## src/rtl/texture_texel_fetch_decode_core_macros.svh

```systemverilog
// Assertion macros shared by the texel fetch RTL.
`ifndef TEXTURE_TEXEL_FETCH_DECODE_CORE_MACROS_SVH
`define TEXTURE_TEXEL_FETCH_DECODE_CORE_MACROS_SVH
`ifndef SYNTHESIS
`define TTFD_ASSERT(lbl, clk, rst, prop) \
   lbl: assert property (@(posedge clk) disable iff (rst) prop) \
      else $error("%m: assertion failed");
`define TTFD_ASSERT_NEVER(lbl, clk, rst, cond) \
   lbl: assert property (@(posedge clk) disable iff (rst) !(cond)) \
      else $error("%m: forbidden condition seen");
`else
`define TTFD_ASSERT(lbl, clk, rst, prop)
`define TTFD_ASSERT_NEVER(lbl, clk, rst, cond)
`endif
`endif

```

## src/rtl/ttfd_pkg.sv

```systemverilog
// Shared types, constants and texel expansion functions of the texel fetch core.
`default_nettype none
package ttfd_pkg;

   localparam int MEM_BYTES   = 65536;
   localparam int ADDR_W      = $clog2(MEM_BYTES);
   localparam int BANKS       = 4;
   localparam int LANE_W      = $clog2(BANKS);
   localparam int ROW_W       = ADDR_W - LANE_W;
   localparam int ROWS        = MEM_BYTES / BANKS;
   localparam int QUEUE_DEPTH = 4;
   localparam int QPTR_W      = $clog2(QUEUE_DEPTH);
   localparam int QCNT_W      = QPTR_W + 1;

   localparam logic CMD_WRITE  = 1'b0;
   localparam logic CMD_LOOKUP = 1'b1;

   localparam logic [3:0] FMT_RGB332   = 4'd0;
   localparam logic [3:0] FMT_A8       = 4'd1;
   localparam logic [3:0] FMT_I8       = 4'd2;
   localparam logic [3:0] FMT_AI44     = 4'd3;
   localparam logic [3:0] FMT_RGB565   = 4'd4;
   localparam logic [3:0] FMT_ARGB1555 = 4'd5;
   localparam logic [3:0] FMT_ARGB8888 = 4'd6;
   localparam logic [3:0] FMT_ARGB4444 = 4'd7;

   localparam logic [31:0] OPAQUE_BLACK = 32'hFF00_0000;
   localparam logic [23:0] WHITE_RGB    = 24'hFF_FFFF;

   typedef struct packed {
      logic              command;
      logic [3:0]        fmt;
      logic [ADDR_W-1:0] addr;
      logic [7:0]        wbyte;
   } queue_entry_type;

   typedef struct packed {
      logic full;
      logic nonempty;
   } queue_status_type;

   // log2 of bytes per texel
   function automatic logic [1:0] texel_shift(input logic [3:0] fmt);
      logic [1:0] sh;
      unique case (fmt)
         FMT_RGB332, FMT_A8, FMT_I8, FMT_AI44:  sh = 2'd0;
         FMT_RGB565, FMT_ARGB1555, FMT_ARGB4444: sh = 2'd1;
         default:                                sh = 2'd2;
      endcase
      return sh;
   endfunction

   function automatic logic [7:0] widen2(input logic [1:0] v);
      return {v, v, v, v};
   endfunction

   function automatic logic [7:0] widen3(input logic [2:0] v);
      return {v, v, v[2:1]};
   endfunction

   function automatic logic [7:0] widen4(input logic [3:0] v);
      return {v, v};
   endfunction

   function automatic logic [7:0] widen5(input logic [4:0] v);
      return {v, v[4:2]};
   endfunction

   function automatic logic [7:0] widen6(input logic [5:0] v);
      return {v, v[5:4]};
   endfunction

   function automatic logic [31:0] expand_texel(input logic [3:0] fmt, input logic [31:0] raw);
      logic [7:0]  b0;
      logic [15:0] h;
      logic [7:0]  lum;
      logic [31:0] argb;
      b0  = raw[7:0];
      h   = raw[15:0];
      lum = widen4(b0[3:0]);
      unique case (fmt)
         FMT_RGB332:   argb = {8'hFF, widen3(b0[7:5]), widen3(b0[4:2]), widen2(b0[1:0])};
         FMT_A8:       argb = {b0, WHITE_RGB};
         FMT_I8:       argb = {8'hFF, b0, b0, b0};
         FMT_AI44:     argb = {widen4(b0[7:4]), lum, lum, lum};
         FMT_RGB565:   argb = {8'hFF, widen5(h[15:11]), widen6(h[10:5]), widen5(h[4:0])};
         FMT_ARGB1555: argb = {{8{h[15]}}, widen5(h[14:10]), widen5(h[9:5]), widen5(h[4:0])};
         FMT_ARGB8888: argb = raw;
         FMT_ARGB4444: argb = {widen4(h[15:12]), widen4(h[11:8]), widen4(h[7:4]),
                               widen4(h[3:0])};
         default:      argb = OPAQUE_BLACK;
      endcase
      return argb;
   endfunction

endpackage
`default_nettype wire

```

## src/rtl/ttfd_front.sv

```systemverilog
// Front end: accept transactions, classify the format and form the byte address.
`default_nettype none
module ttfd_front (
   input  wire logic                       start,
   input  wire logic                       req_command,
   input  wire logic [3:0]                 req_texel_format,
   input  wire logic [3:0]                 req_level_of_detail,
   input  wire logic [15:0]                req_s_coord,
   input  wire logic [15:0]                req_t_coord,
   input  wire logic [23:0]                req_texture_base,
   input  wire logic [23:0]                req_write_address,
   input  wire logic [7:0]                 req_write_byte,
   input  wire ttfd_pkg::queue_status_type q_status,
   output logic                            busy,
   output logic                            push,
   output ttfd_pkg::queue_entry_type       push_entry
);

   logic [31:0] side_mask;
   logic [31:0] texel_idx;
   logic [31:0] byte_off;
   logic [31:0] lookup_addr;

   always_comb begin
      side_mask   = (32'd1 << req_level_of_detail) - 32'd1;
      texel_idx   = ({16'd0, req_s_coord} & side_mask)
                  + (({16'd0, req_t_coord} & side_mask) << req_level_of_detail);
      byte_off    = texel_idx << ttfd_pkg::texel_shift(req_texel_format);
      lookup_addr = {8'd0, req_texture_base} + byte_off;
   end

   always_comb begin
      busy             = q_status.full;
      push             = start && !busy;
      push_entry.command = req_command;
      push_entry.fmt     = req_texel_format;
      push_entry.wbyte   = req_write_byte;
      if (req_command == ttfd_pkg::CMD_LOOKUP) begin
         push_entry.addr = lookup_addr[ttfd_pkg::ADDR_W-1:0];
      end else begin
         push_entry.addr = req_write_address[ttfd_pkg::ADDR_W-1:0];
      end
   end

endmodule
`default_nettype wire

```

## config.mk

```make
export PLATFORM = sky130hd
export DESIGN_NAME = ttfd_front
export DESIGN_NICKNAME = d
export VERILOG_FILES = /design/src/rtl/texture_texel_fetch_decode_core_macros.svh /design/src/rtl/ttfd_pkg.sv /design/src/rtl/ttfd_front.sv
export SDC_FILE = /design/constraint.sdc
export NUM_CORES = 1
export LEC_CHECK = 0
export BUFFER_PORTS_ARGS = -buffer_cell sky130_fd_sc_hd__buf_2
export CAP_MARGIN = 0
export CELL_PAD_IN_SITES_DETAIL_PLACEMENT = 1
export CELL_PAD_IN_SITES_GLOBAL_PLACEMENT = 1
export CORE_UTILIZATION = 31
export DETAILED_ROUTE_END_ITERATION = 6
export PLACE_DENSITY = 0.93
export SYNTH_ARGS = -nofsm -noshare
export SYNTH_HDL_FRONTEND = slang
export SYNTH_SLANG_ARGS = --single-unit
```

## constraint.sdc

```tcl
create_clock -name vclk -period 5.25
set_input_delay 0 -clock vclk [all_inputs]
set_output_delay 0 -clock vclk [all_outputs]
set_load 0.005 [all_outputs]
```

# After elaboration in Yosys (flattened, before gate mapping)
# Cells that the tools add are included.
[word_totals] reg_bits=0 inputBits=100 out_inout_bits=31 wordCells=21
[op_classes] n_addsub=3 n_eq_ne=6 n_shift=3 mux=2 bitwise_logic=2 n_reduce_logical=5
[ops] operator="16-bit by 32-bit AND with 32-bit output" n=2
[ops] operator="32-bit adder" n=1
[ops] operator="1-bit by 4-bit << shifter with 32-bit output, first input constant" n=1
[ops] operator="32-bit by 2-bit << shifter with 16-bit output" n=1
[ops] operator="32-bit by 4-bit << shifter with 32-bit output" n=1
[ops] operator="32-bit by 1-bit subtractor with 32-bit output, second input constant" n=1
[ops] operator="16-bit adder" n=1
[ops] operator="16-bit two-way mux" n=1
[ops] operator="4-bit by 3-bit == test with 1-bit output, second input constant" n=3
[ops] operator="4-bit by 2-bit == test with 1-bit output, second input constant" n=2
[ops] operator="4-bit by 1-bit == test with 1-bit output, second input constant" n=1
[ops] operator="4-bit zero test" n=1
[ops] operator="2-bit case mux with 2 select lines" n=1
[ops] operator="4-bit OR reduction" n=1
[ops] operator="3-bit OR reduction" n=1
[ops] operator="1-bit logical AND" n=1
[ops] operator="1-bit zero test" n=1

# Longest topological paths before layout
# Gate-level depths: netlist (run 1).
[depth] depth_word=8 depth_mapped=31 mapped_depth_nobuf=28

# Least setup slack after synthesis (run 1)
# No wires, ideal clock.
[synth_path] path_type="input port to output port" from="input req_level_of_detail[0]" to="output push_entry[23] (netlist bit)" arrival_time_ps=5009 t_required_ps=5250 path_slack_ps=241 path_stages=30 n_path_buf=3 path_cell_list="clkbuf_1 -> clkbuf_1 -> nor2_1 -> nand2_1 -> ha_1 -> buf_2 -> xor2_1 -> a22oi_1 -> nor2_1 -> a31oi_1 -> mux2i_1 -> and2_1 -> ha_1 -> o21a_1 -> a2111oi_4 -> nor2_1 -> nor2_1 -> xnor2_1 -> mux2_2 -> nand2_1 -> o21ai_0 -> ha_1 -> nand4_1 -> inv_1 -> o211ai_1 -> a31oi_1 -> o311ai_0 -> nand3b_1 -> mux2i_1 -> a221o_1"
[synth_lines] item="from (decl)" line="ttfd_front.sv:7" rtl="input wire logic [3:0] req_level_of_detail,"
[synth_lines] item="to (decl)" line="ttfd_front.sv:16" rtl="output ttfd_pkg::queue_entry_type push_entry"

==> flow_metrics.tcl, run 1 <==
set metrics [dict create \
    final-seq-area_sq_um 0 \
    tightest_slew_ns 0.588 \
    crit_path_end_kind "output pin" \
    via_count 3807 \
    period_share_pct 97.3 \
    via_per_inst 5.66 \
    place_inst 646 \
    max_slew_margin_pct 60.5 \
    setup_viol 0 \
    synth_top_cell_area_share_pct 14.1 \
    area_delta_synth_final_pct 44.4 \
    drv_cap 0 \
    run_status "completed" \
    grt-ovfl-total 0 \
    wirelength_mm 11.8 \
    grt_util_all_layers_pct 21.1 \
    io_buffers 91 \
    max_stage_delay_ns 0.35 \
    postPlaceCellArea_sq_mm 0.00375 \
    vdd_drop_max_mv 0.0452 \
    hold_viol 0 \
    slowest_stage "o2111ai_1" \
    drt_pass1_iterations 4 \
    ant_nets 0 \
    maxSlewViolCount 0 \
    grt_pass1_wl_mm 17.4 \
    fin_hold_ws_ns 0.00000225 \
    p_per_area_mw_per_mm2 150 \
    grt_max_degree 21 \
    drive_gt1_share_pct 42.7 \
    synth.most_common_cell "nand2_1" \
    syn_inst 422 \
    synth_area_per_cell_sq_um 6.95 \
    yosysUniqueCellTypes 64 \
    worstPathRequired_ns 5.25 \
    ios 131 \
    crit_arrival_ns 5.11 \
    final_net_count 699 \
    final-instance-count-excl-fill 673 \
    synth_common_cells "nand2_1, ha_1, nor2_1, o21ai_0, a21oi_1" \
    dieArea_sq_mm 0.00986 \
    syn-cell-area_sq_mm 0.00293 \
    start_util_pct 31.9 \
    seq_cells 0 \
    core.rowCount 35 \
    gp_congestion 0.928 \
    core_area_sq_mm 0.00920 \
    die_h_um 99.3 \
    dieWidth_um 99.3 \
    place_hpwl_mm 8.99 \
    leakagePower_uw 0.00204 \
    nClkBuffers 0 \
    fill_cells 1193 \
    path_class "input port to output pin" \
    diodes 0 \
    worstPathMaxFanout 5 \
    fin_crit_ns 5.11 \
    seq_area_frac_synth_pct 0 \
    drc 0 \
    initialDrtViolationCount 110 \
    utilization_pct 46.1 \
    yosys.area.top_type "ha_1" \
    yosysWarnings 0 \
    wire_per_inst_um 17.5 \
    synth_nets 557 \
    min-delay-path-class "input port to output pin" \
    antenna_found_initial 0 \
    grt_pass1_vias 3800 \
    multi_input_area_sq_mm 0.00294 \
    synth_area_leaders "ha_1, mux2i_1, o21ai_0" \
    startpoint_type "input port" \
    final_area_sq_mm 0.00424 \
    clock.fmax_mhz 196 \
]
==> cell usage in the layout (no fill, tap or decap), types with 5 or more instances in the layout <==
master     n
a211oi_1   6
a21o_1     6
a21oi_1   20
a21oi_2    6
a31oi_1    5
and2_1     8
and3_1     6
buf_2     90
buf_4     81
ha_1      26
inv_1     17
mux2_2    10
mux2i_1   17
nand2_1   36
nand3_1    8
nor2_1    28
nor2b_1    8
nor3_1    14
nor4_1     6
o211ai_1   5
o21a_1     7
o21ai_0   25
o21ai_1    5
xnor2_1   12
xor2_1     6
==> worst paths after layout <==
path                   start              to  cells after the start
max   req_level_of_detail[2]  push_entry[23]                     28
min        req_write_byte[4]   push_entry[4]                      0
==> stage by stage <==
| stage | setup slack [ns] | TNS, ns | total power [uW] |
|---|---|---|---|
| final | 0.140 | 0 | 635 |
| after global placement | 0.0863 | 0 | 513 |
| after floorplan | 0.241 | 0 | 354 |
| after global routing | -0.158 | -0.279 | 691 |
| after CTS | 0.00494 | 0 | 560 |
| after detailed placement | -0.330 | -0.330 | 543 |
==> power breakdown <==
group | total (uW) | switching, uW | leakage, uW | internal (uW)
logic | 635 | 319 | 0.00204 | 316
registers | 0 | 0 | 0 | 0
clock network | 0 | 0 | 0 | 0
total | 635 | 319 | 0.00204 | 316
==> area by class of cell <==
cell class,instances,area share (%)
repair buffers,173,25.5
inverters,19,1.77
well taps,111,3.28
multi-input cells,370,69.4
==> critical path, delay by kind of cell <==
kind | cells | cell delay, ns
simple gates | 8 | 1.07
buf+inv | 3 | 0.42
compound gates | 12 | 2.39
fa+ha+maj | 3 | 0.78
mux | 2 | 0.42
==> kinds of logic after synthesis <==
logic type	share of synthesized area (%)
AO/OA/AOI/OAI	31.6
multiplexers	12.5
adder cells (fa/ha/maj)	15.4
buffers and inverters	9.00
AND/OR/NAND/NOR	25.3
XOR/XNOR	5.97
other	0.128
==> timing repair <==
item | CTS | global route
hold endpoints to repair | 0 | 0
gates resized for setup | 8 | 56
hold buffers | 0 | 0
setup buffers | 11 | 18
setup endpoints to repair | 1 | 5
pin swaps | 10 | 35
==> routing by layer <==
metal  vias to the layer above  global-route usage, %  part of all wire [%]
li1                       1842                      -                     -
met1                      1809                   24.0                    39
met2                       124                   42.4                    54
met3                        32                  0.703                   3.3
met4                         0                   5.77                   3.3
met5                         -                      0                     0
No activity file was read; power rests on OpenSTA's default activity.
==> run 2: changes to the inputs <==
--- a/config.mk
+++ b/config.mk
@@ -11,7 +11,7 @@
 export CELL_PAD_IN_SITES_GLOBAL_PLACEMENT = 1
 export CORE_UTILIZATION = 31
 export DETAILED_ROUTE_END_ITERATION = 6
-export PLACE_DENSITY = 0.93
+export PLACE_DENSITY = 0.83
 export SYNTH_ARGS = -nofsm -noshare
 export SYNTH_HDL_FRONTEND = slang
 export SYNTH_SLANG_ARGS = --single-unit
==> flow_metrics.tcl, run 2 (synthesized netlist as in run 1, its figures left out) <==
set metrics [dict create \
    io_buffers 91 \
    hold_viol 0 \
    dieArea_sq_mm 0.00986 \
    crit_arrival_ns 5.07 \
    drive_gt1_share_pct 35.3 \
    p_per_area_mw_per_mm2 146 \
    worstPathRequired_ns 5.25 \
    setup_viol 0 \
    grt_pass1_vias 3464 \
    wirelength_mm 10.0 \
    seq_cells 0 \
    mostFrequentLayoutCells "buf_2, nand2_1, buf_4" \
    final_common_cell "buf_2" \
    crit_path_end_kind "output pin" \
    dieWidth_um 99.3 \
    drv_cap 0 \
    core.rowCount 35 \
    crit_family "compound AO/OA/AOI/OAI gates" \
    leakagePower_uw 0.00181 \
    grt_max_degree 25 \
    slowest_stage "a2111oi_4" \
    place_ws_ns -0.113 \
    ios 131 \
    drt_pass1_iterations 4 \
    clock.fmax_mhz 197 \
    via_per_inst 5.56 \
    final_net_count 656 \
    diodes 0 \
    core_area_sq_mm 0.00920 \
    utilization_pct 41.2 \
    nClkBuffers 0 \
    startpoint_type "input port" \
    initialDrtViolationCount 79 \
    drc 0 \
    start_util_pct 31.9 \
    max_stage_delay_ns 0.45 \
    ant_nets 0 \
    wire_per_inst_um 15.9 \
    min-delay-path-class "input port to output pin" \
    grt_util_all_layers_pct 18.7 \
    final-seq-area_sq_um 0 \
    layout_setup_ws_ns 0.183 \
    place_hpwl_mm 8.35 \
    gp_congestion 0.887 \
    fin_crit_ns 5.07 \
    run_status "completed" \
    antenna_found_initial 0 \
    grt_pass1_wl_mm 15.6 \
    area_delta_synth_final_pct 29.2 \
    tightest_slew_ns 0.512 \
    postCtsHoldBufs 0 \
    cp.buffers_inverters 5 \
    grt-ovfl-total 0 \
    die_h_um 99.3 \
    worstPathMaxFanout 5 \
    via_count 3504 \
    fin_hold_ws_ns 0.00000227 \
    maxSlewViolCount 0 \
    path_class "input port to output pin" \
    period_share_pct 96.5 \
    vdd_drop_max_mv 0.0432 \
    max_slew_margin_pct 65.8 \
]
-- run 2: area by class of cell --
cell class,instances,area [sq um]
Multi-Input combinational cell,370,2830
Tap cell,111,139
Fill cell,1199,5410
Inverter,19,71.3
Timing Repair Buffer,130,752
-- run 2: path summary, 6_finish.rpt --
path | start | to | slack [ns] | cells past startpoint
worst max-delay path | req_level_of_detail[1] | push_entry[23] | 0.18 | 29
worst min-delay path | req_write_byte[2] | push_entry[2] | 0.000002 | 0
-- run 2: per-stage QoR --
step	cell area, sq um	TNS [ns]	cells	total power (uW)
final	3790	0	630	553
after global routing	3790	-0.117	630	607
after detailed placement	3580	-0.113	623	513
after CTS	3590	0	624	519
after global placement	3580	0	623	493
after floorplan	2930	0	422	354
-- run 2: metal layers --
layer	vias to the layer above	wire [um]	track usage, %
met5	-	0	0
met3	16	280	0.422
met1	1639	4480	23.1
met2	91	5070	36.8
li1	1758	-	-
met4	0	206	2.15
-- run 2: timing repair --
item,4_1_cts,5_1_grt
buffers inserted,1,6
hold endpoints to repair,0,0
setup endpoints to repair,1,5
pin swaps,3,20
gates resized for setup,3,34
-- run 2: where the power goes --
group / internal (uW) / leakage [uW] / switching (uW)
logic: 265 / 0.00181 / 288
clock network: 0 / 0 / 0
registers: 0 / 0 / 0
