`config.mk`:
```
export PLATFORM = sky130hd
export DESIGN_NAME = ttfd_queue
export DESIGN_NICKNAME = d
export VERILOG_FILES = /design/src/rtl/ttfd_pkg.sv /design/src/rtl/ttfd_queue.sv
export VERILOG_INCLUDE_DIRS = /design/src /design/src/rtl
export SDC_FILE = /design/constraint.sdc
export NUM_CORES = 1
export LEC_CHECK = 0
export BUFFER_PORTS_ARGS = -buffer_cell sky130_fd_sc_hd__buf_2
export CORE_UTILIZATION = 55
export DETAILED_ROUTE_END_ITERATION = 12
export PLACE_DENSITY_LB_ADDON = 0.3
export SLEW_MARGIN = 20
export SYNTH_ARGS = -nofsm -noshare
export SYNTH_HDL_FRONTEND = slang
export SYNTH_SLANG_ARGS = --single-unit
```
`constraint.sdc`:
```
create_clock -name clock -period 2.2 [get_ports clock]
set_input_delay 0.44 -clock clock [delete_from_list [all_inputs] [get_ports clock]]
set_output_delay 0.44 -clock clock [all_outputs]
set_load 0.02 [all_outputs]
```
`src/rtl/texture_texel_fetch_decode_core_macros.svh`:
```
// Assertion macros shared by the texel fetch RTL.
`ifndef TEXTURE_TEXEL_FETCH_DECODE_CORE_MACROS_SVH
`define TEXTURE_TEXEL_FETCH_DECODE_CORE_MACROS_SVH
`ifndef SYNTHESIS
`define TTFD_ASSERT(lbl, clk, rst, prop) \
   lbl: assert property (@(posedge clk) disable iff (rst) prop) \
      else $error("%m: assertion failed");
`define TTFD_ASSERT_NEVER(lbl, clk, rst, cond) \
   lbl: assert property (@(posedge clk) disable iff (rst) !(cond)) \
      else $error("%m: forbidden condition seen");
`else
`define TTFD_ASSERT(lbl, clk, rst, prop)
`define TTFD_ASSERT_NEVER(lbl, clk, rst, cond)
`endif
`endif

```
`src/rtl/ttfd_pkg.sv`:
```
// Shared types, constants and texel expansion functions of the texel fetch core.
`default_nettype none
package ttfd_pkg;

   localparam int MEM_BYTES   = 65536;
   localparam int ADDR_W      = $clog2(MEM_BYTES);
   localparam int BANKS       = 4;
   localparam int LANE_W      = $clog2(BANKS);
   localparam int ROW_W       = ADDR_W - LANE_W;
   localparam int ROWS        = MEM_BYTES / BANKS;
   localparam int QUEUE_DEPTH = 4;
   localparam int QPTR_W      = $clog2(QUEUE_DEPTH);
   localparam int QCNT_W      = QPTR_W + 1;

   localparam logic CMD_WRITE  = 1'b0;
   localparam logic CMD_LOOKUP = 1'b1;

   localparam logic [3:0] FMT_RGB332   = 4'd0;
   localparam logic [3:0] FMT_A8       = 4'd1;
   localparam logic [3:0] FMT_I8       = 4'd2;
   localparam logic [3:0] FMT_AI44     = 4'd3;
   localparam logic [3:0] FMT_RGB565   = 4'd4;
   localparam logic [3:0] FMT_ARGB1555 = 4'd5;
   localparam logic [3:0] FMT_ARGB8888 = 4'd6;
   localparam logic [3:0] FMT_ARGB4444 = 4'd7;

   localparam logic [31:0] OPAQUE_BLACK = 32'hFF00_0000;
   localparam logic [23:0] WHITE_RGB    = 24'hFF_FFFF;

   typedef struct packed {
      logic              command;
      logic [3:0]        fmt;
      logic [ADDR_W-1:0] addr;
      logic [7:0]        wbyte;
   } queue_entry_type;

   typedef struct packed {
      logic full;
      logic nonempty;
   } queue_status_type;

   // log2 of bytes per texel
   function automatic logic [1:0] texel_shift(input logic [3:0] fmt);
      logic [1:0] sh;
      unique case (fmt)
         FMT_RGB332, FMT_A8, FMT_I8, FMT_AI44:  sh = 2'd0;
         FMT_RGB565, FMT_ARGB1555, FMT_ARGB4444: sh = 2'd1;
         default:                                sh = 2'd2;
      endcase
      return sh;
   endfunction

   function automatic logic [7:0] widen2(input logic [1:0] v);
      return {v, v, v, v};
   endfunction

   function automatic logic [7:0] widen3(input logic [2:0] v);
      return {v, v, v[2:1]};
   endfunction

   function automatic logic [7:0] widen4(input logic [3:0] v);
      return {v, v};
   endfunction

   function automatic logic [7:0] widen5(input logic [4:0] v);
      return {v, v[4:2]};
   endfunction

   function automatic logic [7:0] widen6(input logic [5:0] v);
      return {v, v[5:4]};
   endfunction

   function automatic logic [31:0] expand_texel(input logic [3:0] fmt, input logic [31:0] raw);
      logic [7:0]  b0;
      logic [15:0] h;
      logic [7:0]  lum;
      logic [31:0] argb;
      b0  = raw[7:0];
      h   = raw[15:0];
      lum = widen4(b0[3:0]);
      unique case (fmt)
         FMT_RGB332:   argb = {8'hFF, widen3(b0[7:5]), widen3(b0[4:2]), widen2(b0[1:0])};
         FMT_A8:       argb = {b0, WHITE_RGB};
         FMT_I8:       argb = {8'hFF, b0, b0, b0};
         FMT_AI44:     argb = {widen4(b0[7:4]), lum, lum, lum};
         FMT_RGB565:   argb = {8'hFF, widen5(h[15:11]), widen6(h[10:5]), widen5(h[4:0])};
         FMT_ARGB1555: argb = {{8{h[15]}}, widen5(h[14:10]), widen5(h[9:5]), widen5(h[4:0])};
         FMT_ARGB8888: argb = raw;
         FMT_ARGB4444: argb = {widen4(h[15:12]), widen4(h[11:8]), widen4(h[7:4]),
                               widen4(h[3:0])};
         default:      argb = OPAQUE_BLACK;
      endcase
      return argb;
   endfunction

endpackage
`default_nettype wire

```
`src/rtl/ttfd_queue.sv`:
```
// Transaction queue between the classify front end and the memory back end.
`default_nettype none
`include "texture_texel_fetch_decode_core_macros.svh"
module ttfd_queue (
   input  wire logic                       clock,
   input  wire logic                       reset,
   input  wire logic                       push,
   input  wire ttfd_pkg::queue_entry_type  push_entry,
   input  wire logic                       pop,
   output ttfd_pkg::queue_entry_type       pop_entry,
   output ttfd_pkg::queue_status_type      status
);

   ttfd_pkg::queue_entry_type         entries_ff [ttfd_pkg::QUEUE_DEPTH];
   logic [ttfd_pkg::QPTR_W-1:0]       wr_ptr_ff, wr_ptr_in;
   logic [ttfd_pkg::QPTR_W-1:0]       rd_ptr_ff, rd_ptr_in;
   logic [ttfd_pkg::QCNT_W-1:0]       count_ff, count_in;

   always_comb begin
      wr_ptr_in = push ? wr_ptr_ff + 1'b1 : wr_ptr_ff;
      rd_ptr_in = pop ? rd_ptr_ff + 1'b1 : rd_ptr_ff;
      count_in  = count_ff;
      if (push && !pop) begin
         count_in = count_ff + 1'b1;
      end else if (pop && !push) begin
         count_in = count_ff - 1'b1;
      end
   end

   always_ff @(posedge clock) begin
      if (reset) begin
         wr_ptr_ff <= '0;
         rd_ptr_ff <= '0;
         count_ff  <= '0;
      end else begin
         wr_ptr_ff <= wr_ptr_in;
         rd_ptr_ff <= rd_ptr_in;
         count_ff  <= count_in;
      end
   end

   always_ff @(posedge clock) begin
      if (push) begin
         entries_ff[wr_ptr_ff] <= push_entry;
      end
   end

   assign pop_entry       = entries_ff[rd_ptr_ff];
   assign status.full     = (count_ff == ttfd_pkg::QCNT_W'(ttfd_pkg::QUEUE_DEPTH));
   assign status.nonempty = (count_ff != '0);

   `TTFD_ASSERT_NEVER(a_no_overflow, clock, reset, push && status.full && !pop)
   `TTFD_ASSERT_NEVER(a_no_underflow, clock, reset, pop && !status.nonempty)
   `TTFD_ASSERT(a_count_up, clock, reset, (push && !pop) |=> (count_ff == $past(count_ff) + 1'b1))
   `TTFD_ASSERT(a_ptr_gap, clock, reset,
      (count_ff == '0) |-> (wr_ptr_ff == rd_ptr_ff))

endmodule
`default_nettype wire

```
# Word-level counts from Yosys, hierarchy flattened
# Memory sizes are Yosys's and may differ from the RTL's. A register that Yosys moved wholly into a read port is not among the register bits.
# Index checks and enable logic that the tools add are counted.
# totals
register_bits	7
ramBits	116
in_bits	33
output_inout_bits	31
memories	1
# mem_list
name	words	word_bits	rd	rd_ports_with_merged_regs	write_ports	line_no	source
entries_ff	4	29	1	1	1	ttfd_queue.sv:14	ttfd_pkg::queue_entry_type entries_ff [ttfd_pkg::QUEUE_DEPTH];
# classes
n_addsub	4
n_eq_ne	1
muxes	6
n_reduce_logical	6
# ops
op	n
3-bit two-way mux	2
2-bit by 1-bit adder with 2-bit output, second input constant	2
2-bit two-way mux	2
3-bit by 1-bit adder with 3-bit output, second input constant	1
3-bit equality test, second input constant	1
3-bit nonzero test	1
3-bit by 1-bit subtractor with 3-bit output, second input constant	1
1-bit logical AND	2
1-bit zero test	2
1-bit two-way mux	2
2-bit nonzero test	1

# Logic depth before layout (Yosys ltp)
# Gate-level depths: netlist of run 1.
# depth
ltp_word	4
depth_mapped	7

# Least setup slack after synthesis of run 1
# Ideal clock, no wire load.
# synth_timing
kind	input to register
from	in pop
to	reg count_ff[2] in the netlist's numbering
setup_time_ns	0.070
arrival_time_ns	1.630
t_required_ns	2.130
setup_slack_ns	0.500
path_stages	7
cell_sequence	inv_1 > ha_1 > inv_1 > fa_1 > xor2_1 > or3_1 > a21oi_1
# synth_via
elab_chain_len	3
# synth_rtl
item	line_no	source
from (decl)	ttfd_queue.sv:9	input wire logic pop,
1-bit zero test	ttfd_queue.sv:23	if (push && !pop) begin
1-bit logical AND	ttfd_queue.sv:23	
3-bit two-way mux / 2-bit nonzero test (equally long branches)	--	
to (signal assigned)	ttfd_queue.sv:38	count_ff <= count_in;
to (decl)	ttfd_queue.sv:17	logic [ttfd_pkg::QCNT_W-1:0] count_ff, count_in;
# Several ways; a longest one is shown, not always the timed one.
# A chain may end at the register's enable or synchronous reset.

==> out/summary.txt, run 1 <==
crit-path max FO - 7
post-synthesis register bit count - 125
DR vias - 2165
element type at the critical path start - flop
Final Cycle Share - 1.02
starting density of the core - 0.566
arrival time worst endpoint - 1.80 ns
CTS Hold Bufs - 0
Final WS setup - -0.0428 ns
maximum vdd drop - 612 uV
gr ovfl total - 0
row count - 33
initial antenna violation count - 0
Area growth syn-to-layout - 27.0%
Final setup viols - 24
Setup CP Type - reg2out
Worst R2R Path Depth - 4
syn nets - 234
CTS Root Cell - clkbuf_8
largest net degree at the start of global routing - 30
share of cells above drive strength 1 - 0.456
CTS clock-pin slew for the worst setup and hold paths - 0.06 ns
drt pass-1 iters - 4
final hold violations - 0
Netlist cell types - 22
TritonCTS clock tree - done
final net count - 320
Final min period - 2.24 ns
sequential area share after synthesis - 0.792
Mapped Cells - 195
vias in the first global route - 2204
WHS Path Cells - 1
global-route wire length before repair - 11700 microns
die height - 93.7 microns
ANT cells - 0
Hold WC Path Type - in2reg
Required @ worst endpoint - 1.76 ns
Port Buffers - 63
H-tree depth - 4
post-place setup slack - 0.270 ns
final clock skew - 0.00516 ns
status - complete, but fails checks
Synth warnings - 0
Die Span X - 93.7 microns
DP HPWL - 4370 microns
TritonCTS buffer count - 17
remaining antenna violation count - 0
failing checks - negative setup slack
Mapped Avg Cell Area - 23.7 sq um
residual DRC count - 0
Die ar. - 8780 sq um
Iter 0 DRT Violations - 133
Max clock buf depth - 2
leakage - 2.07 nW
Slew headroom - 0.703
Ports - 64
DR WL/cell - 19.4 microns
max_cap viols - 0
Netlist Area Pre-Place - 4620 sq um
number of vias per cell - 5.43
worst-margin pin slew - 0.445 ns
Power Density - 1040 nW/um^2
Fmax achieved - 446 MHz
Global Route Usage Sum - 0.196
Core Area - 8180 sq um
TNS Setup - -0.479 ns
Max Slew Vio Count - 0
Routed WL - 7720 microns
Finished Core Util - 0.718
RSZ-0062 raised after global routing - yes
GP Congestion - 0.624
worst skew pair latency - 0.50 ns
Worst setup EP type - output pin
# clock sinks - 125
-- what timing repair did --
action | CTS | global route
gates cloned | 0 | 1
buffers inserted | 1 | 0
pin swaps | 0 | 0
setup endpoints to repair | 26 | 27
gates resized for setup | 7 | 46
-- area by class of cell --
| class | instances | area [sq um] |
|---|---|---|
| Clock buffer | 17 | 414 |
| Clock inverter | 15 | 160 |
| Fill cell | 490 | 2310 |
| Timing Repair Buffer | 74 | 593 |
| Sequential cell | 125 | 3670 |
| Tap cell | 105 | 131 |
| Multi-Input combinational cell | 59 | 888 |
| Inverter | 4 | 15.0 |
-- registers in the layout (all words and copies together) (netlist names), named ones only --
register    flops
wr_ptr_ff       2
entries_ff    116
rd_ptr_ff       2
count_ff        3
-- routing by layer --
layer | vias up | global-route usage | share of wire
met3 | 7 | 0.0761 | 0.055
met2 | 66 | 0.309 | 0.52
met5 | - | 0 | 0
met1 | 1108 | 0.247 | 0.42
met4 | 0 | 0.0756 | 0.010
li1 | 984 | - | -
-- per-stage QoR --
step           instance area [sq um]  hold WS, ns  total power [W]  cells
2_1_floorplan                   4620        0.461          0.00321    195
3_3_place_gp                    5090        0.483          0.00340    365
3_5_place_dp                    5090        0.508          0.00342    365
4_1_cts                         5700        0.125          0.00607    398
5_1_grt                         5870        0.128          0.00633    399
6_report                        5870        0.146          0.00612    399
-- report_power, final --
part           total (W)  internal [W]  leakage (nW)  switching, W
Clock            0.00264       0.00162         0.270       0.00101
Combinational   0.000704      0.000347         0.659      0.000356
Sequential       0.00278       0.00273          1.14     0.0000477
Total            0.00612       0.00470          2.07       0.00142
-- logic make-up after synthesis --
| group | count (synthesis) | share of synthesized area |
|---|---|---|
| AO/OA/AOI/OAI | 2 | 0.00216 |
| XOR/XNOR | 5 | 0.00947 |
| AND/OR/NAND/NOR | 15 | 0.0162 |
| multiplexers | 31 | 0.146 |
| buffers and inverters | 11 | 0.0154 |
| adder cells (fa/ha/maj) | 6 | 0.0179 |
| flip-flops | 125 | 0.792 |
-- cell usage after synthesis (all sizes together) --
library cell	number	area (sq um)
buf	5	48.8
clkbuf	2	7.51
a21oi	1	5.00
fa	1	20.0
xor2	3	26.3
mux2i	2	20.0
o21ai	1	5.00
ha	5	62.6
or3	2	12.5
inv	4	15.0
mux4	29	657
edfxtp	116	3480
nor2	7	26.3
dfxtp	9	180
nand2	1	3.75
nor3b	1	7.51
and2	4	25.0
xnor2	2	17.5
-- placed cells by master, fill, tap and decap left out, types with 2 or more instances in the layout --
cell type and n:
or3_1 2, inv_1 4, edfxtp_1 116, xor2_1 3
inv_6 6, xnor2_1 2, clkinvlp_4 4, clkbuf_16 17
nor2_1 7, dfxtp_1 8, buf_2 39, mux2i_1 2
mux4_2 28, buf_6 24, ha_1 5, buf_8 2
and2_1 4, buf_4 7, bufinv_16 2
-- path summary, 6_finish.rpt --
path	startpoint	end	slack, ns
setup reg to reg	count_ff[0]	count_ff[2]	0.70
hold / removal	push_entry[20]	entries_ff[1][20]	0.15
setup / recovery	flop	pop_entry[23]	-0.04
hold reg to reg	count_ff[2]	count_ff[2]	0.53
-- critical path, stage by stage (launching register included) --
cell,delay (ns)
dfxtp_4,0.44
buf_8,0.16
mux4_2,0.54
buf_6,0.16
No activity file was read; power rests on OpenSTA's default activity.
==> run 2, diff against run 1 <==
--- a/config.mk
+++ b/config.mk
@@ -7,6 +7,7 @@
 export NUM_CORES = 1
 export LEC_CHECK = 0
 export BUFFER_PORTS_ARGS = -buffer_cell sky130_fd_sc_hd__buf_2
+export CORE_ASPECT_RATIO = 1.75
 export CORE_UTILIZATION = 55
 export DETAILED_ROUTE_END_ITERATION = 12
 export PLACE_DENSITY_LB_ADDON = 0.3
==> constraint.sdc (replaced) <==
create_clock -name clock -period 2.2 [get_ports clock]
set_input_delay 0.44 -clock clock [delete_from_list [all_inputs] [get_ports clock]]
set_output_delay 0.44 -clock clock [all_outputs]
set_load 0.1 [all_outputs]
==> out/summary.txt, run 2 (synthesis results as in run 1) <==
TritonCTS clock tree - done
CTS Root Cell - clkbuf_16
Max clock buf depth - 2 (unchanged)
# fillers - 373 (-24%)
worst skew pair latency - 0.40 ns (-0.10 ns)
biggest registers after layout - entries_ff x116, count_ff x3
Routed WL - 8410 microns (+8.9%)
Iter 0 DRT Violations - 168 (+26%)
commonest non-fill, non-tap cell in the layout - edfxtp_1
Max Slew Vio Count - 0 (unchanged)
Worst setup EP type - output pin
Final Cycle Share - 1.01 (-0.0104)
Core Area - 8020 sq um (-1.9%)
leakage - 2.26 nW (+9.1%)
post-place setup slack - 0.214 ns (-0.0555 ns)
Global Route Usage Sum - 0.219 (+0.0227)
final net count - 318 (-0.63%)
Port Buffers - 63 (unchanged)
residual DRC count - 6 (+6)
largest net degree at the start of global routing - 30 (unchanged)
Slew headroom - 0.676 (-0.0273)
Largest Register - entries_ff
status - complete, but fails checks
global-route wire length before repair - 12900 microns (+10%)
vias in the first global route - 2395 (+8.7%)
commonest cells after routing, fill and taps aside - edfxtp_1 (116), buf_2 (34), buf_12 (31), mux4_2 (29), clkbuf_16 (18)
Ports - 64 (unchanged)
drt pass-1 iters - 9 (+5)
die height - 123 microns (+32%)
element type at the critical path start - flop
final hold violations - 0 (unchanged)
crit-path max FO - 8 (+1)
H-tree depth - 4 (unchanged)
initial antenna violation count - 0 (unchanged)
final clock skew - 0.00536 ns (+0.000207 ns)
Final WS setup - -0.0199 ns (+0.0230 ns)
DR vias - 2204 (+1.8%)
worst-margin pin slew - 0.489 ns (+0.0442 ns)
Finished Core Util - 0.787 (+0.0692)
failing checks - design-rule violations, negative setup slack
Setup Buffers After CTS - 0 (-1)
RSZ-0062 raised after global routing - yes
row count - 43 (+30%)
Fmax achieved - 450 MHz (+1.0%)
maximum vdd drop - 1040 uV (+70%)
Cell Count, Final, Fillers Out - 382 (-4.3%)
GP Congestion - 0.672 (+7.7%)
Hold WC Path Type - in2reg
Final setup viols - 14 (-42%)
number of vias per cell - 5.77 (+6.3%)
CTS clock-pin slew for the worst setup and hold paths - 0.06 ns (about the same)
DP HPWL - 4500 microns (+3.0%)
DR WL/cell - 22.0 microns (+14%)
Die ar. - 8790 sq um (+0.16%)
Final min period - 2.22 ns (-0.0230 ns)
gr ovfl total - 0 (unchanged)
Setup CP Type - reg2out
starting density of the core - 0.577 (+0.0112)
Die Span X - 71.3 microns (-24%)
arrival time worst endpoint - 1.78 ns (-0.02 ns)
number of flip-flops under the largest register name - 116 (unchanged)
Area growth syn-to-layout - 36.5%
ANT cells - 0 (unchanged)
Required @ worst endpoint - 1.76 ns (about the same)
TNS Setup - -0.0868 ns (+0.393 ns)
TritonCTS buffer count - 17 (unchanged)
Power Density - 1210 nW/um^2 (+16%)
max_cap viols - 0 (unchanged)
# clock sinks - 125 (unchanged)
remaining antenna violation count - 0 (unchanged)
share of cells above drive strength 1 - 0.462 (+0.00655)
dpl cells - 347 (-4.9%)
## run 2: cell types whose count changed in the layout (fill, tap and decap cells not counted), sizes merged
cell | before | now
buf | 73 | 71
clkbuf | 18 | 23
inv | 10 | 4
clkinv | 3 | 1
bufinv | 2 | 7
clkinvlp | 4 | 2
## run 2: layout make-up
class,instances,area (sq um),area share
timing repair buffer,72,901,0.143
inverter,4,15.0,0.00238
multi-input combinational,59,890,0.141
sequential,125,3670,0.581
tap,90,113,0.0178
clock inverter,10,230,0.0365
clock buffer,22,494,0.0783
## run 2: layer usage
layer  track usage  up-vias  share of wire
li1              -      976              -
met1         0.251     1130           0.38
met2         0.363       85           0.55
met3        0.0815       13          0.049
met4         0.104        0          0.022
met5             0        -              0
## run 2: stage by stage
step                      instance area (sq um)  power [W]  hold slack, ns
after CTS                                  6280    0.00768           0.233
after global placement                     5510    0.00427           0.478
final                                      6310    0.00762           0.252
after floorplan                            4630    0.00377           0.460
after global routing                       6310    0.00783           0.233
after detailed placement                   5510    0.00429           0.516
## run 2: path summary, 6_finish.rpt
| check | cells after the start | startpoint | slack, ns | to |
|---|---|---|---|---|
| worst max register to register | 4 | count_ff[0] | 0.62 | count_ff[2] |
| worst max-delay path | 3 | flop | -0.02 | pop_entry[19] |
| worst min register to register | 2 | rd_ptr_ff[0] | 0.54 | flop |
| worst min-delay path | 1 | push_entry[19] | 0.25 | entries_ff[2][19] |
## run 2: timing repair
| action | 4_1_cts | 5_1_grt |
|---|---|---|
| hold buffers | 0 | 0 |
| gates resized for setup | 4 | 0 |
| cloned | 2 | 1 |
| endpoints found under the setup margin | 29 | 28 |
## run 2: worst max-delay path, cell delays in order, from the launching register on
cell and delay (ns):
dfxtp_4 0.44, buf_12 0.18, mux4_2 0.57, buf_12 0.20
## run 2: where the power goes
group / total [W] / switching, W / leakage [nW] / internal, W
Clock: 0.00334 / 0.000952 / 0.349 / 0.00239
Sequential: 0.00278 / 0.0000500 / 1.14 / 0.00273
Combinational: 0.00150 / 0.000964 / 0.768 / 0.000538
==> run 3, diff against run 2 <==
--- a/config.mk
+++ b/config.mk
@@ -7,10 +7,11 @@
 export NUM_CORES = 1
 export LEC_CHECK = 0
 export BUFFER_PORTS_ARGS = -buffer_cell sky130_fd_sc_hd__buf_2
-export CORE_ASPECT_RATIO = 1.75
 export CORE_UTILIZATION = 55
 export DETAILED_ROUTE_END_ITERATION = 12
+export MAX_ROUTING_LAYER = met4
 export PLACE_DENSITY_LB_ADDON = 0.3
+export SKIP_LAST_GASP = 1
 export SLEW_MARGIN = 20
 export SYNTH_ARGS = -nofsm -noshare
 export SYNTH_HDL_FRONTEND = slang
==> out/summary.txt, run 3 (synthesis results as in run 1) <==
largest net degree at the start of global routing - 30 (unchanged)
status - complete, but fails checks
number of vias per cell - 5.49 (-4.8%)
leakage - 2.20 nW (-2.5%)
arrival time worst endpoint - 1.85 ns (+0.07 ns)
Max clock buf depth - 2 (unchanged)
CTS Root Cell - clkbuf_8
final net count - 319 (+0.31%)
Setup CP Type - reg2out
Final Cycle Share - 1.04 (+0.0330)
worst skew pair latency - 0.51 ns (+0.11 ns)
failing checks - negative setup slack
number of flip-flops under the largest register name - 116 (unchanged)
Gate power share - 0.210 (+0.013)
Final WS setup - -0.0925 ns (-0.0726 ns)
max_cap viols - 0 (unchanged)
Final min period - 2.29 ns (+0.0726 ns)
DP HPWL - 4790 microns (+6.2%)
Worst setup EP type - output pin
Core Area - 8180 sq um (+2.0%)
dpl cells - 365 (+5.2%)
Largest Register - entries_ff
RSZ-0062 raised after global routing - yes
most used cell, CP - buf_12
Max Slew Vio Count - 0 (unchanged)
global-route wire length before repair - 12900 microns (-0.21%)
die height - 93.7 microns (-24%)
element type at the critical path start - flop
Setup Buffers After CTS - 0 (unchanged)
# clock sinks - 125 (unchanged)
Internal - 0.00499 W (-12%)
Area growth syn-to-layout - 33.8%
residual DRC count - 0 (-6)
final clock skew - 0.00727 ns (+0.00191 ns)
Port Buffers - 63 (unchanged)
Global Route Usage Sum - 0.222 (+0.00333)
sw power - 0.00203 W (+3.4%)
fin area - 6190 sq um (-2.0%)
final hold violations - 0 (unchanged)
GP Congestion - 0.644 (-4.2%)
biggest registers after layout - entries_ff x116, count_ff x3
vias in the first global route - 2280 (-4.8%)
Fmax achieved - 436 MHz (-3.2%)
TritonCTS clock tree - done
Sequential Power Share - 0.395 (+0.030)
drt pass-1 iters - 5 (-4)
maximum vdd drop - 872 uV (-16%)
worst-margin pin slew - 0.489 ns (+0.0000514 ns)
commonest non-fill, non-tap cell in the layout - edfxtp_1
DR vias - 2186 (-0.82%)
worst path cell trace - buf_12 -> mux4_2 -> buf_12
Die Span X - 93.7 microns (+31%)
Die ar. - 8780 sq um (-0.16%)
clock network fraction of total power - 0.394 (-0.044)
Cell Count, Final, Fillers Out - 398 (+4.2%)
ANT cells - 0 (unchanged)
Worst path max stage delay - 0.56 ns (about the same)
Slew headroom - 0.676 (about the same)
commonest cells after routing, fill and taps aside - edfxtp_1 (116), buf_2 (34), buf_12 (32), mux4_2 (29), clkbuf_16 (17)
DR WL/cell - 21.1 microns (-4.2%)
Ports - 64 (unchanged)
Required @ worst endpoint - 1.76 ns (about the same)
remaining antenna violation count - 0 (unchanged)
H-tree depth - 4 (unchanged)
CTS clock-pin slew for the worst setup and hold paths - 0.06 ns (about the same)
row count - 33 (-23%)
Power Density - 1140 nW/um^2 (-6.0%)
crit-path max FO - 13 (+5)
starting density of the core - 0.566 (-0.0112)
CP max stage cell - mux4_2
share of cells above drive strength 1 - 0.464 (+0.00184)
switch share - 0.289 (+0.0313)
Hold WC Path Type - in2reg
Routed WL - 8390 microns (-0.14%)
TritonCTS buffer count - 17 (unchanged)
DP Area - 5560 sq um (+0.98%)
Final setup viols - 29 (+15)
initial antenna violation count - 0 (unchanged)
gr ovfl total - 0 (unchanged)
Iter 0 DRT Violations - 163 (-3.0%)
## run 3: final cells by class
cell class / instances / area (sq um)
fillers: 432 / 1990
inverters: 4 / 15.0
multi-input cells: 59 / 890
clock buffers: 17 / 414
well taps: 105 / 131
repair buffers: 73 / 881
flip-flops and latches: 125 / 3670
clock inverters: 15 / 188
## run 3: what timing repair did
action                                  4_1_cts  5_1_grt
endpoints found under the setup margin       29       29
hold endpoints to repair                      0        0
gates cloned                                  0        1
gates resized for setup                       1        1
hold buffers                                  0        0
## run 3: critical path: cells and delay by family (launching register included)
family	cells	cell delay [ns]
multiplexers	1	0.56
buffers and inverters	2	0.36
flip-flops	1	0.40
## run 3: final timing paths
kind / start / end / slack [ns] / depth (start not counted)
worst max-delay path: flop / pop_entry[28] / -0.09 / 3
worst min-delay path: push_entry[24] / entries_ff[3][24] / 0.14 / 1
worst max register to register: wr_ptr_ff[0] / entries_ff[2][12] / 0.68 / 4
worst min register to register: count_ff[2] / count_ff[2] / 0.50 / 2
## run 3: power groups by stage
stage               clock network [W]  registers, W  logic, W
finish                        0.00277       0.00278   0.00148
global route                  0.00291       0.00279   0.00152
CTS                           0.00281       0.00278   0.00148
detailed placement                  0       0.00282   0.00147
global placement                    0       0.00281   0.00146
floorplan                           0       0.00281  0.000969
## run 3: through the flow
step	hold WS (ns)	total power [W]	setup TNS (ns)	setup WS, ns	util
3_5_place_dp	0.486	0.00429	0	0.297	0.680
2_1_floorplan	0.460	0.00377	0	0.196	-
5_1_grt	0.120	0.00723	-3.66	-0.148	0.757
6_report	0.142	0.00702	-1.99	-0.0925	0.757
4_1_cts	0.120	0.00707	-3.03	-0.136	0.753
3_3_place_gp	0.488	0.00427	0	0.338	0.680
## run 3: routing by layer
layer | routed length, microns | share of wire | up-vias | track usage
met4 | 58 | 0.0069 | 0 | 0.0654
li1 | - | - | 976 | -
met1 | 3470 | 0.41 | 1136 | 0.273
met3 | 401 | 0.048 | 7 | 0.0801
met2 | 4470 | 0.53 | 67 | 0.350
met5 | 0 | 0 | - | -
